[config.mk]
export PLATFORM = sky130hd
export DESIGN_NAME = packbits_encoder_top
export DESIGN_NICKNAME = d
export VERILOG_FILES = /design/src/rtl/pkb_pkg.sv /design/src/rtl/packbits_encoder_top.sv /design/src/rtl/pkb_cmd_fifo.sv /design/src/rtl/pkb_front.sv /design/src/rtl/pkb_back.sv
export SDC_FILE = /design/constraint.sdc
export NUM_CORES = 1
export LEC_CHECK = 0
export BUFFER_PORTS_ARGS = -buffer_cell sky130_fd_sc_hd__clkbuf_2
export CAP_MARGIN = 20
export CORE_MARGIN = 2
export CORE_UTILIZATION = 30
export DETAILED_ROUTE_END_ITERATION = 8
export RECOVER_POWER = 100
export SYNTH_ARGS = -nofsm -noshare
export SYNTH_HDL_FRONTEND = slang
export SYNTH_SLANG_ARGS = --single-unit
[constraint.sdc]
create_clock -name clk_i -period 3.6 [get_ports clk_i]
set_input_delay 0.9 -clock clk_i [delete_from_list [all_inputs] [get_ports clk_i]]
set_output_delay 0.9 -clock clk_i [all_outputs]
set_load 0.05 [all_outputs]
[src/rtl/pkb_pkg.sv]
// shared types and constants for the packbits encoder
package pkb_pkg;

  localparam int MaxLiteralDefault = 32;
  localparam int CmdFifoDepth      = 4;

  localparam logic [7:0] RunLimit = 8'd128;
  localparam logic [8:0] RunBase  = 9'd257;
  localparam logic [7:0] EndMark  = 8'd128;

  typedef struct packed {
    logic [7:0] data_byte;
    logic       end_of_stream;
  } in_item_t;

  typedef struct packed {
    logic [7:0] out_byte;
    logic       out_last;
  } out_item_t;

  // work orders from the classifier to the emitter
  typedef enum logic [1:0] {
    CMD_ADD,
    CMD_FLUSH,
    CMD_BYTE,
    CMD_RUN
  } cmd_op_e;

  typedef struct packed {
    cmd_op_e    op;
    logic [7:0] data;
    logic [7:0] cnt;
    logic       flush;
    logic       last;
  } cmd_t;

endpackage

[src/rtl/packbits_encoder_top.sv]
// packbits run-length encoder, top level
//
// Encodes a byte stream in packbits form. Each input transaction carries one
// byte and an end-of-stream flag; each output transaction carries one encoded
// byte, with out_last marking the final byte caused by a given input byte.
// Two or more equal bytes become a run packet (header 257 - count, then the
// byte), cut at 128; other bytes gather into literal packets (header
// length - 1, then the bytes) of at most MAX_LITERAL bytes. The byte flagged
// end_of_stream flushes everything, is followed by the end marker 128, and
// returns the encoder to its reset state for the next stream.
// Timing: a classifier takes one input byte per cycle while the four-entry
// command queue has room; an end-of-stream byte then keeps it busy while it
// releases the held byte, flushes the literal buffer and queues the end
// marker. An emitter behind the queue takes the commands in order: a run
// command puts out its header and then its byte from state B_RUNB; a literal
// byte is written into the literal buffer memory with no output, and a
// literal packet then goes out header first, one byte per cycle while the
// output register takes bytes, with the registered read of the buffer
// running one byte ahead. A flush command without a literal byte is popped
// on its own ahead of its packet. Every output byte passes an output register
// that takes a new byte when it is empty or drained by out_ready_i. Over a
// long stream the emitter sets the rate, as each literal byte passes it
// twice, as buffer write and output, so input accept follows output ready.
module packbits_encoder_top
  import pkb_pkg::*;
#(
  parameter int MAX_LITERAL = MaxLiteralDefault
) (
  input  logic      clk_i,
  input  logic      rst_ni,
  input  logic      in_valid_i,
  output logic      in_ready_o,
  input  in_item_t  in_item_i,
  output logic      out_valid_o,
  input  logic      out_ready_i,
  output out_item_t out_item_o
);

  // classifier to queue
  logic push;
  cmd_t push_cmd;
  logic fifo_full;

  // queue to emitter
  logic cmd_valid;
  cmd_t cmd;
  logic pop;

  // front: decides runs and literals for each input transaction
  pkb_front #(
    .MAX_LITERAL(MAX_LITERAL)
  ) u_front (
    .clk_i      (clk_i),
    .rst_ni     (rst_ni),
    .in_valid_i (in_valid_i),
    .in_ready_o (in_ready_o),
    .in_item_i  (in_item_i),
    .push_o     (push),
    .push_cmd_o (push_cmd),
    .full_i     (fifo_full)
  );

  // commands in order, so literal writes always precede their flush
  pkb_cmd_fifo u_fifo (
    .clk_i      (clk_i),
    .rst_ni     (rst_ni),
    .push_i     (push),
    .push_cmd_i (push_cmd),
    .full_o     (fifo_full),
    .pop_i      (pop),
    .valid_o    (cmd_valid),
    .pop_cmd_o  (cmd)
  );

  // back: literal buffer and byte-wise output
  pkb_back #(
    .MAX_LITERAL(MAX_LITERAL)
  ) u_back (
    .clk_i       (clk_i),
    .rst_ni      (rst_ni),
    .cmd_valid_i (cmd_valid),
    .cmd_i       (cmd),
    .pop_o       (pop),
    .out_valid_o (out_valid_o),
    .out_ready_i (out_ready_i),
    .out_item_o  (out_item_o)
  );

endmodule

[src/rtl/pkb_cmd_fifo.sv]
// short command queue between the classifier and the emitter
module pkb_cmd_fifo
  import pkb_pkg::*;
(
  input  logic clk_i,
  input  logic rst_ni,
  input  logic push_i,
  input  cmd_t push_cmd_i,
  output logic full_o,
  input  logic pop_i,
  output logic valid_o,
  output cmd_t pop_cmd_o
);

  localparam int PtrW = $clog2(CmdFifoDepth);

  cmd_t            slot_q [CmdFifoDepth];
  logic [PtrW:0]   wr_ptr_q, wr_ptr_d;
  logic [PtrW:0]   rd_ptr_q, rd_ptr_d;

  assign valid_o   = (wr_ptr_q != rd_ptr_q);
  assign full_o    = (wr_ptr_q[PtrW] != rd_ptr_q[PtrW]) &&
                     (wr_ptr_q[PtrW-1:0] == rd_ptr_q[PtrW-1:0]);
  assign pop_cmd_o = slot_q[rd_ptr_q[PtrW-1:0]];

  assign wr_ptr_d = wr_ptr_q + (PtrW+1)'(1);
  assign rd_ptr_d = rd_ptr_q + (PtrW+1)'(1);

  always_ff @(posedge clk_i or negedge rst_ni) begin
    if (!rst_ni) begin
      wr_ptr_q <= '0;
      rd_ptr_q <= '0;
    end else begin
      if (push_i && !full_o) begin
        wr_ptr_q <= wr_ptr_d;
      end
      if (pop_i && valid_o) begin
        rd_ptr_q <= rd_ptr_d;
      end
    end
  end

  always_ff @(posedge clk_i) begin
    if (push_i && !full_o) begin
      slot_q[wr_ptr_q[PtrW-1:0]] <= push_cmd_i;
    end
  end

endmodule

[src/rtl/pkb_front.sv]
// classifier: tracks the held byte, run count and literal count, issues commands
module pkb_front
  import pkb_pkg::*;
#(
  parameter int MAX_LITERAL = MaxLiteralDefault
) (
  input  logic     clk_i,
  input  logic     rst_ni,
  input  logic     in_valid_i,
  output logic     in_ready_o,
  input  in_item_t in_item_i,
  output logic     push_o,
  output cmd_t     push_cmd_o,
  input  logic     full_i
);

  localparam int LW = $clog2(MAX_LITERAL + 1);

  typedef enum logic [1:0] {
    F_IDLE,
    F_TAIL_REL,
    F_TAIL_FLUSH,
    F_END
  } front_state_e;

  front_state_e  state_q, state_d;
  logic [7:0]    held_q, held_d;
  logic          held_valid_q, held_valid_d;
  logic [7:0]    rc_q, rc_d;
  logic [LW-1:0] lit_q, lit_d;

  logic          match;
  logic          rel_is_run;
  logic [LW-1:0] lit_inc;
  logic          lit_full;
  cmd_t          rel_cmd;
  logic [LW-1:0] rel_lit;
  logic [7:0]    rc_inc;

  always_comb begin
    rc_inc     = rc_q + 8'd1;
    match      = held_valid_q && (in_item_i.data_byte == held_q);
    rel_is_run = (rc_q >= 8'd2);
    lit_inc    = lit_q + LW'(1);
    lit_full   = (lit_inc == LW'(MAX_LITERAL));

    // what releasing the held byte turns into
    rel_cmd.op    = rel_is_run ? CMD_RUN : CMD_ADD;
    rel_cmd.data  = held_q;
    rel_cmd.cnt   = rc_q;
    rel_cmd.flush = !rel_is_run && lit_full;
    rel_cmd.last  = 1'b0;
    rel_lit       = rel_is_run ? lit_q : (lit_full ? '0 : lit_inc);
  end

  always_comb begin
    state_d      = state_q;
    held_d       = held_q;
    held_valid_d = held_valid_q;
    rc_d         = rc_q;
    lit_d        = lit_q;
    push_o       = 1'b0;
    push_cmd_o   = rel_cmd;
    in_ready_o   = (state_q == F_IDLE) && !full_i;

    unique case (state_q)
      F_IDLE: begin
        if (in_valid_i && in_ready_o) begin
          if (match) begin
            rc_d = rc_inc;
            if (rc_q == 8'd1 && lit_q != '0) begin
              // a pair begins: pending literal goes out first
              push_o           = 1'b1;
              push_cmd_o.op    = CMD_FLUSH;
              push_cmd_o.flush = 1'b0;
              push_cmd_o.last  = !in_item_i.end_of_stream;
              lit_d            = '0;
            end else if (rc_inc == RunLimit) begin
              push_o           = 1'b1;
              push_cmd_o.op    = CMD_RUN;
              push_cmd_o.cnt   = RunLimit;
              push_cmd_o.flush = 1'b0;
              push_cmd_o.last  = !in_item_i.end_of_stream;
              held_valid_d     = 1'b0;
              rc_d             = '0;
            end
          end else begin
            if (held_valid_q) begin
              push_o          = 1'b1;
              push_cmd_o.last = !in_item_i.end_of_stream;
              lit_d           = rel_lit;
            end
            held_d       = in_item_i.data_byte;
            held_valid_d = 1'b1;
            rc_d         = 8'd1;
          end
          if (in_item_i.end_of_stream) begin
            state_d = F_TAIL_REL;
          end
        end
      end
      F_TAIL_REL: begin
        if (!held_valid_q) begin
          state_d = F_TAIL_FLUSH;
        end else if (!full_i) begin
          push_o       = 1'b1;
          lit_d        = rel_lit;
          held_valid_d = 1'b0;
          rc_d         = '0;
          state_d      = F_TAIL_FLUSH;
        end
      end
      F_TAIL_FLUSH: begin
        if (lit_q == '0) begin
          state_d = F_END;
        end else if (!full_i) begin
          push_o           = 1'b1;
          push_cmd_o.op    = CMD_FLUSH;
          push_cmd_o.flush = 1'b0;
          lit_d            = '0;
          state_d          = F_END;
        end
      end
      F_END: begin
        if (!full_i) begin
          push_o           = 1'b1;
          push_cmd_o.op    = CMD_BYTE;
          push_cmd_o.data  = EndMark;
          push_cmd_o.flush = 1'b0;
          push_cmd_o.last  = 1'b1;
          held_d           = '0;
          state_d          = F_IDLE;
        end
      end
      default: state_d = F_IDLE;
    endcase
  end

  always_ff @(posedge clk_i or negedge rst_ni) begin
    if (!rst_ni) begin
      state_q      <= F_IDLE;
      held_q       <= '0;
      held_valid_q <= 1'b0;
      rc_q         <= '0;
      lit_q        <= '0;
    end else begin
      state_q      <= state_d;
      held_q       <= held_d;
      held_valid_q <= held_valid_d;
      rc_q         <= rc_d;
      lit_q        <= lit_d;
    end
  end

endmodule

[src/rtl/pkb_back.sv]
// emitter: literal buffer memory and output register, one byte per cycle while the output register can take it
module pkb_back
  import pkb_pkg::*;
#(
  parameter int MAX_LITERAL = MaxLiteralDefault
) (
  input  logic      clk_i,
  input  logic      rst_ni,
  input  logic      cmd_valid_i,
  input  cmd_t      cmd_i,
  output logic      pop_o,
  output logic      out_valid_o,
  input  logic      out_ready_i,
  output out_item_t out_item_o
);

  localparam int LW = $clog2(MAX_LITERAL + 1);
  localparam int AW = (MAX_LITERAL > 1) ? $clog2(MAX_LITERAL) : 1;

  typedef enum logic [1:0] {
    B_IDLE,
    B_FLUSH,
    B_RUNB,
    B_LIT
  } back_state_e;

  back_state_e   state_q, state_d;
  logic [LW-1:0] wcnt_q, wcnt_d;
  logic [AW-1:0] idx_q, idx_d;
  logic [7:0]    data_q, data_d;
  logic          last_q, last_d;
  logic          out_valid_q, out_valid_d;
  out_item_t     out_item_q;

  logic [7:0]    lit_mem_q [MAX_LITERAL];
  logic [7:0]    rdata_q;

  logic          slot_free;
  logic          load;
  out_item_t     load_item;
  logic          mem_we;
  logic          rd_en;
  logic [AW-1:0] rd_addr;
  logic          lit_end;
  logic [7:0]    run_hdr;

  assign slot_free   = !out_valid_q || out_ready_i;
  assign lit_end     = (LW'(idx_q) == (wcnt_q - LW'(1)));
  assign run_hdr     = 8'(RunBase - {1'b0, cmd_i.cnt});
  assign out_valid_o = out_valid_q;
  assign out_item_o  = out_item_q;

  always_comb begin
    state_d   = state_q;
    wcnt_d    = wcnt_q;
    idx_d     = idx_q;
    data_d    = data_q;
    last_d    = last_q;
    pop_o     = 1'b0;
    load      = 1'b0;
    load_item = '0;
    mem_we    = 1'b0;
    rd_en     = 1'b0;
    rd_addr   = '0;

    unique case (state_q)
      B_IDLE: begin
        if (cmd_valid_i) begin
          unique case (cmd_i.op)
            CMD_ADD: begin
              pop_o  = 1'b1;
              mem_we = 1'b1;
              wcnt_d = wcnt_q + LW'(1);
              if (cmd_i.flush) begin
                last_d  = cmd_i.last;
                state_d = B_FLUSH;
              end
            end
            CMD_FLUSH: begin
              pop_o   = 1'b1;
              last_d  = cmd_i.last;
              state_d = B_FLUSH;
            end
            CMD_BYTE: begin
              if (slot_free) begin
                pop_o              = 1'b1;
                load               = 1'b1;
                load_item.out_byte = cmd_i.data;
                load_item.out_last = cmd_i.last;
              end
            end
            CMD_RUN: begin
              if (slot_free) begin
                pop_o              = 1'b1;
                load               = 1'b1;
                load_item.out_byte = run_hdr;
                load_item.out_last = 1'b0;
                data_d             = cmd_i.data;
                last_d             = cmd_i.last;
                state_d            = B_RUNB;
              end
            end
          endcase
        end
      end
      B_FLUSH: begin
        if (slot_free) begin
          // literal header, first buffered byte fetched alongside
          load               = 1'b1;
          load_item.out_byte = 8'(wcnt_q) - 8'd1;
          load_item.out_last = 1'b0;
          rd_en              = 1'b1;
          idx_d              = '0;
          state_d            = B_LIT;
        end
      end
      B_RUNB: begin
        if (slot_free) begin
          load               = 1'b1;
          load_item.out_byte = data_q;
          load_item.out_last = last_q;
          state_d            = B_IDLE;
        end
      end
      B_LIT: begin
        if (slot_free) begin
          load               = 1'b1;
          load_item.out_byte = rdata_q;
          load_item.out_last = lit_end && last_q;
          if (lit_end) begin
            wcnt_d  = '0;
            state_d = B_IDLE;
          end else begin
            rd_en   = 1'b1;
            rd_addr = idx_q + AW'(1);
            idx_d   = idx_q + AW'(1);
          end
        end
      end
      default: state_d = B_IDLE;
    endcase

    if (load) begin
      out_valid_d = 1'b1;
    end else if (out_ready_i) begin
      out_valid_d = 1'b0;
    end else begin
      out_valid_d = out_valid_q;
    end
  end

  always_ff @(posedge clk_i or negedge rst_ni) begin
    if (!rst_ni) begin
      state_q     <= B_IDLE;
      wcnt_q      <= '0;
      idx_q       <= '0;
      last_q      <= 1'b0;
      out_valid_q <= 1'b0;
    end else begin
      state_q     <= state_d;
      wcnt_q      <= wcnt_d;
      idx_q       <= idx_d;
      last_q      <= last_d;
      out_valid_q <= out_valid_d;
    end
  end

  always_ff @(posedge clk_i) begin
    data_q <= data_d;
    if (load) begin
      out_item_q <= load_item;
    end
  end

  always_ff @(posedge clk_i) begin
    if (mem_we) begin
      lit_mem_q[wcnt_q[AW-1:0]] <= cmd_i.data;
    end
    if (rd_en) begin
      rdata_q <= lit_mem_q[rd_addr];
    end
  end

endmodule
Yosys cells after proc, flatten, opt, wreduce, memory -nomap -nowiden
Memory sizes are Yosys's and may differ from the RTL's. A register that Yosys moved wholly into a read port is not among the register bits. Cells that the tools add are included.

Register bits: 63. Bits in latches: 0. Memory bits (writable): 336. ROM bits: 0. Input bits: 13. Word-level logic and storage cells: 228. Memories kept: 2.

Add/sub/neg operators: 9. Multipliers: 0. Div/mod/pow operators: 0. Magnitude comparators: 1. Eq/ne operators: 43. Shift-type cells: 0. Mux-type cells: 119. Bitwise gates (word level): 0. Reductions and logical operators: 39.

Memory list: u_back.lit_mem_q (depth 32, width 8, rd ports 1, clocked after memory_dff 1, wr ports 1, RTL line pkb_back.sv:35) `logic [7:0] lit_mem_q [MAX_LITERAL];`; u_fifo.slot_q (depth 4, width 20, rd ports 1, clocked after memory_dff 0, wr ports 1, RTL line pkb_cmd_fifo.sv:17) `cmd_t slot_q [CmdFifoDepth];`.

Operators with widths (number): $mux W8 (11); $mux W6 (14); $mux W9 (7); $mux W2 (23); $mux W1 (36); $pmux W9 S4 (1); $pmux W8 S2 (2); $mux W10 (3); $mux W5 (6); $ne A2 B2 Y1 const B (11); $reduce_and A4 Y1 (5); $ne A3 B3 Y1 const B (6); $pmux W6 S3 (1); $pmux W9 S2 (1); $pmux W2 S4 (2); $reduce_and A8 Y1 (2); $reduce_and A5 Y1 (3); $add A6 B1 Y6 const B (2); $eq A2 B2 Y1 const B (6); $ne A2 B1 Y1 const B (6); $pmux W2 S3 (2); $pmux W6 S2 (1); $pmux W1 S2 (5); $pmux W5 S2 (1); 31 further kinds (54).

Longest topological paths before layout
Depth in word-level cells: 10. Gate-level depth with buffers: 11. Gate-level depth less buffers: 9.

Modules after synthesis
Synthesis repeated with hierarchy kept, for this count alone.

Cells, all modules: 1215. Area, all modules: 17878.4 µm².

Modules (own cells, without submodules): pkb_back (times used 1, cells an instance 820, area each 12579.6 µm², seq. area each 8813.5 µm²); pkb_cmd_fifo (times used 1, cells an instance 154, area each 3360.7 µm², seq. area each 2552.4 µm²); pkb_front (times used 1, cells an instance 241, area each 1938.1 µm², seq. area each 625.6 µm²).

Worst setup path after synthesis
Ideal clock, no wire load.

Kind: reg-to-reg. From: reg u_fifo.rd_ptr_q[0]. To: mem u_back.lit_mem_q[31][0], enable pin. Arrival time: 3.221 ns. Data required time: 3.230 ns. Setup slack: 0.009 ns. Stages on the path, launching flop included: 10. Buffers on the path: 3. Path through: dfrtp_1 buf_1 buf_2 mux4_2 inv_1 ha_1 and3_1 clkbuf_1 nand2_1 nor2_1.

Longest elaborated chain between the ends: 7. Elaborated cells between the ends (all ways): 8. Classes of those cells: 1 x eq/ne; 5 x mux; 1 x reduce/logical; 1 x memory.

RTL lines: start: declaration (RTL line pkb_cmd_fifo.sv:19) `logic [PtrW:0] rd_ptr_q, rd_ptr_d;`; start signal: assignment (RTL line pkb_cmd_fifo.sv:38) `rd_ptr_q <= rd_ptr_d;`; $mem_v2 Z4 W20; $logic_not A2 Y1 (RTL line pkb_back.sv:69) `unique case (cmd_i.op)`; $mux W1 (RTL line pkb_back.sv:69); $mux W1 * (RTL line pkb_back.sv:68) `if (cmd_valid_i) begin`; $mux W1 * (RTL line pkb_back.sv:66) `unique case (state_q)`; $mux W1 * (RTL line pkb_back.sv:176) `if (mem_we) begin`; $mux W1 (not written as such) * (RTL line pkb_back.sv:177) `lit_mem_q[wcnt_q[AW-1:0]] <= cmd_i.data;`; end: declaration (RTL line pkb_back.sv:35).

Mark *: on every way between the ends. The rest lies on a longest branch, timed or not.

Final worst setup path
From: reg u_back.wcnt_q[1]. To: reg u_back.rdata_q[6] (read register of u_back.lit_mem_q) (data pin).

Longest elaborated chain between the ends: 5. Elaborated cells between the ends (all ways): 8. Classes of those cells: 1 x add/sub; 1 x eq/ne; 6 x mux.

RTL lines: start: declaration (RTL line pkb_back.sv:28) `logic [LW-1:0] wcnt_q, wcnt_d;`; start signal: assignment (RTL line pkb_back.sv:161) `wcnt_q <= wcnt_d;`; $sub A6 B1 Y6 * (RTL line pkb_back.sv:48) `assign lit_end = (LW'(idx_q) == (wcnt_q - LW'(1)));`; $eq A5 B6 Y1 * (RTL line pkb_back.sv:48); $mux W1 / $mux W5 (equally long branches) (RTL line pkb_back.sv:130) `if (lit_end) begin`; $mux W1 / $mux W5 (equally long branches) (RTL line pkb_back.sv:126) `if (slot_free) begin`; $pmux W1 S2 / $mux W5 (equally long branches) (RTL line pkb_back.sv:66); end: declaration (RTL line pkb_back.sv:36) `logic [7:0] rdata_q;`.

Marked as above. A chain may end at the register's enable or synchronous reset.

==> impl_metrics.ini <==
[finish]
stdcell_area_um2 = 20600
diodes = 0
areaGrowthSynthToFinish_pct = 14.9
final_nets = 1461
drive_gt1_frac = 0.126

[placement]
port_buffers = 23
place_area_um2 = 19500
gp_congestion = 0.922
dpl.hpwl_mm = 31.1

[yosys]
synth_area_per_cell_um2 = 13.4
synth_top_area_frac = 0.604
yosysSeqAreaShare = 0.668
synth_fp_nets = 1377
netlist_area_um2 = 17900
synth_warnings = 0
synth_common_cells = 361 x edfxtp_1, 114 x nor2_1, 79 x nand2_1
ys_ff_latch = 407
synth_cells = 1339
async_flop_share = 0.113
synth-edff-count = 361
synth_cell_type_count = 69
yosys.cell_count.top_type = edfxtp_1
synthFlopType = edfxtp_1
synth_top_area_cell = edfxtp_1
synth.area.top_cells = edfxtp_1 60%, dfrtp_1 6.4%, mux4_2 2.5%, nor2_1 2.4%, o21ai_0 1.8%

[worst_setup_path]
crit_required_ns = 3.89
critPathTopFamily = simple AND/OR/NAND/NOR gates
crit_fanout = 45
arrival_ns = 3.65
crit_chain = inv_1, ha_1, or3b_1, mux2_2, nor4_4, nand2_2, buf_12, nand2_1, a2111oi_0, or4_1
slowest_delay_ns = 0.43
end_kind = flip-flop
worst-path-buf-inv = 2
worstSetupStartpointType = flip-flop
critPathKind = flip-flop to flip-flop
slowest_stage = or3b_1

[floorplan]
rows = 89
io_pins = 24
die-area_um2 = 61800
initial_core_util = 0.304
coreArea_um2 = 59000
die_w_um = 249
die_y_um = 249

[power]
power.leakage_nw = 6.75
peakVddDrop_uv = 711
p_int_mw = 9.55
pwr_density_cell_nw_per_um2 = 691
combPwrFrac = 0.275
p_seq_frac = 0.433
sw_frac_of_total = 0.329
p_sw_mw = 4.69
power.share.clock = 0.292

[detailed_routing]
dr.pass1.iters = 5
wl_mm = 46.2
vias = 11662
drc_errors = 0
post_drt_wl_per_cell_um = 20.8
drt.antenna.violating_nets = 0
first_iter_violations = 1190
vias_per_cell = 5.23

[clock_tree]
hold_buffers = 0
cts_made_buffers = 42
cts_resized = 0
cts_root_buf = clkbuf_16
cts_tree = built
cts_sinks = 407
clock_latency_ns = 0.55
cts_htree_levels = 2
clk_pin_slew_ns = 0.06
postCtsSetupRepairBufs = 0
cts_max_path_buffers = 3

[timing]
relSlewSlack = -0.386
timing.final.crit_share = 0.933
whs_ns = 0.471
fin_tns_setup_ns = 0
grt_setup_unrepaired = no
timing_hold_violations_final = 0
min_period_ns = 3.36
finalSetupViolations = 0
slew_violations = 131
fmax_mhz = 298
tightest_slew_ns = 2.08
clock_skew_ns = 0.0245

[worst_hold_path]
holdCritPathClass = input port to async pin

[global_routing]
grt_pass1_vias = 11540
grt_max_degree = 46
antenna_found_initial = 1
grt_pass1_wl_mm = 70.9
grt_use_total = 0.146
gr-total-overflow = 0

[run_status]
status = complete, but fails checks
violations = max-capacitance violations, max-slew violations

[flow_run]
max_cap_violations = 4
per-layer routing:
metal  GRT usage  vias up  share of wire
li1            -     5323              -
met1       0.197     5876           0.43
met2       0.244      366           0.48
met3      0.0252       95          0.055
met4      0.0399        2          0.027
met5           0        -        0.00028
cells in the final DEF, fill, tap and decap left out, drive strengths merged, types with 25 or more instances in the layout:
cell type,n
a21oi,50
o21ai,65
edfxtp,361
dfrtp,46
nand2,80
ha,25
a211oi,26
nor2b,25
buf,49
nor3,42
inv,27
clkbuf,126
nand3,46
nor2,114
layout make-up:
cell class,count,area (µm²)
Clock buffer,52,1120
Inverter,26,97.6
Sequential cell,407,12000
Timing Repair Buffer,123,707
Clock inverter,24,179
Multi-Input combinational cell,823,5550
Tap cell,773,967
Fill cell,5777,38400
sequential cells by signal (all words and copies together), names as in the netlist:
| register | flops |
|---|---|
| u_front.lit_q | 6 |
| u_front.held_valid_q | 1 |
| u_fifo.slot_q | 80 |
| u_fifo.wr_ptr_q | 3 |
| u_front.rc_q | 8 |
| u_back.last_q | 1 |
| u_back.lit_mem_q | 256 |
| u_back.state_q | 2 |
| u_front.held_q | 8 |
| u_back.idx_q | 5 |
| u_back.wcnt_q | 6 |
| u_back.data_q | 8 |
| u_back.out_item_o | 9 |
| u_back.out_valid_o | 1 |
| u_fifo.rd_ptr_q | 3 |
| u_back.rdata_q | 8 |
| u_front.state_q | 2 |
logic make-up (layout without fill, tap and decap cells):
logic type      Yosys count  count (layout)  synth area share
buf+inv                 109             225            0.0241
xor+xnor                 36              36            0.0176
flops                   407             407             0.668
fa+ha+maj                25              25            0.0174
simple gates            425             425             0.120
mux                      57              57            0.0471
compound gates          280             280             0.106
final timing paths:
kind | start | endpoint | slack [ns] | cells past startpoint
setup / recovery | u_back.wcnt_q[1] | u_back.rdata_q[6] | 0.24 | 10
hold / removal | rst_ni | u_front.state_q[1] | 0.47 | 1
setup reg to reg | u_back.wcnt_q[1] | u_back.rdata_q[6] | 0.24 | 10
hold reg to reg | u_fifo.rd_ptr_q[2] | u_fifo.rd_ptr_q[2] | 0.49 | 1
max in group asynchronous | rst_ni | u_back.idx_q[0] | 0.68 | 2
min in group clk_i | u_fifo.rd_ptr_q[2] | u_fifo.rd_ptr_q[2] | 0.49 | 1
per-stage QoR:
| step | cells | setup slack (ns) | utilization | total power [mW] |
|---|---|---|---|---|
| 2_1_floorplan | 1339 | 0.00911 | - | 8.71 |
| 3_3_place_gp | 2152 | 0.238 | 0.330 | 10.1 |
| 3_5_place_dp | 2152 | 0.251 | 0.330 | 10.2 |
| 4_1_cts | 2228 | 0.0890 | 0.352 | 14.4 |
| 5_1_grt | 2228 | 0.0546 | 0.349 | 14.9 |
| 6_report | 2228 | 0.242 | 0.349 | 14.2 |
power by group through the flow:
stage / clock [mW] / combinational (mW) / sequential, mW
after global routing: 4.40 / 4.30 / 6.21
after global placement: 0 / 3.88 / 6.23
final: 4.15 / 3.92 / 6.16
after detailed placement: 0 / 3.96 / 6.24
after floorplan: 0 / 2.56 / 6.16
after CTS: 4.23 / 3.98 / 6.15
(Power assumes the default switching activity.)
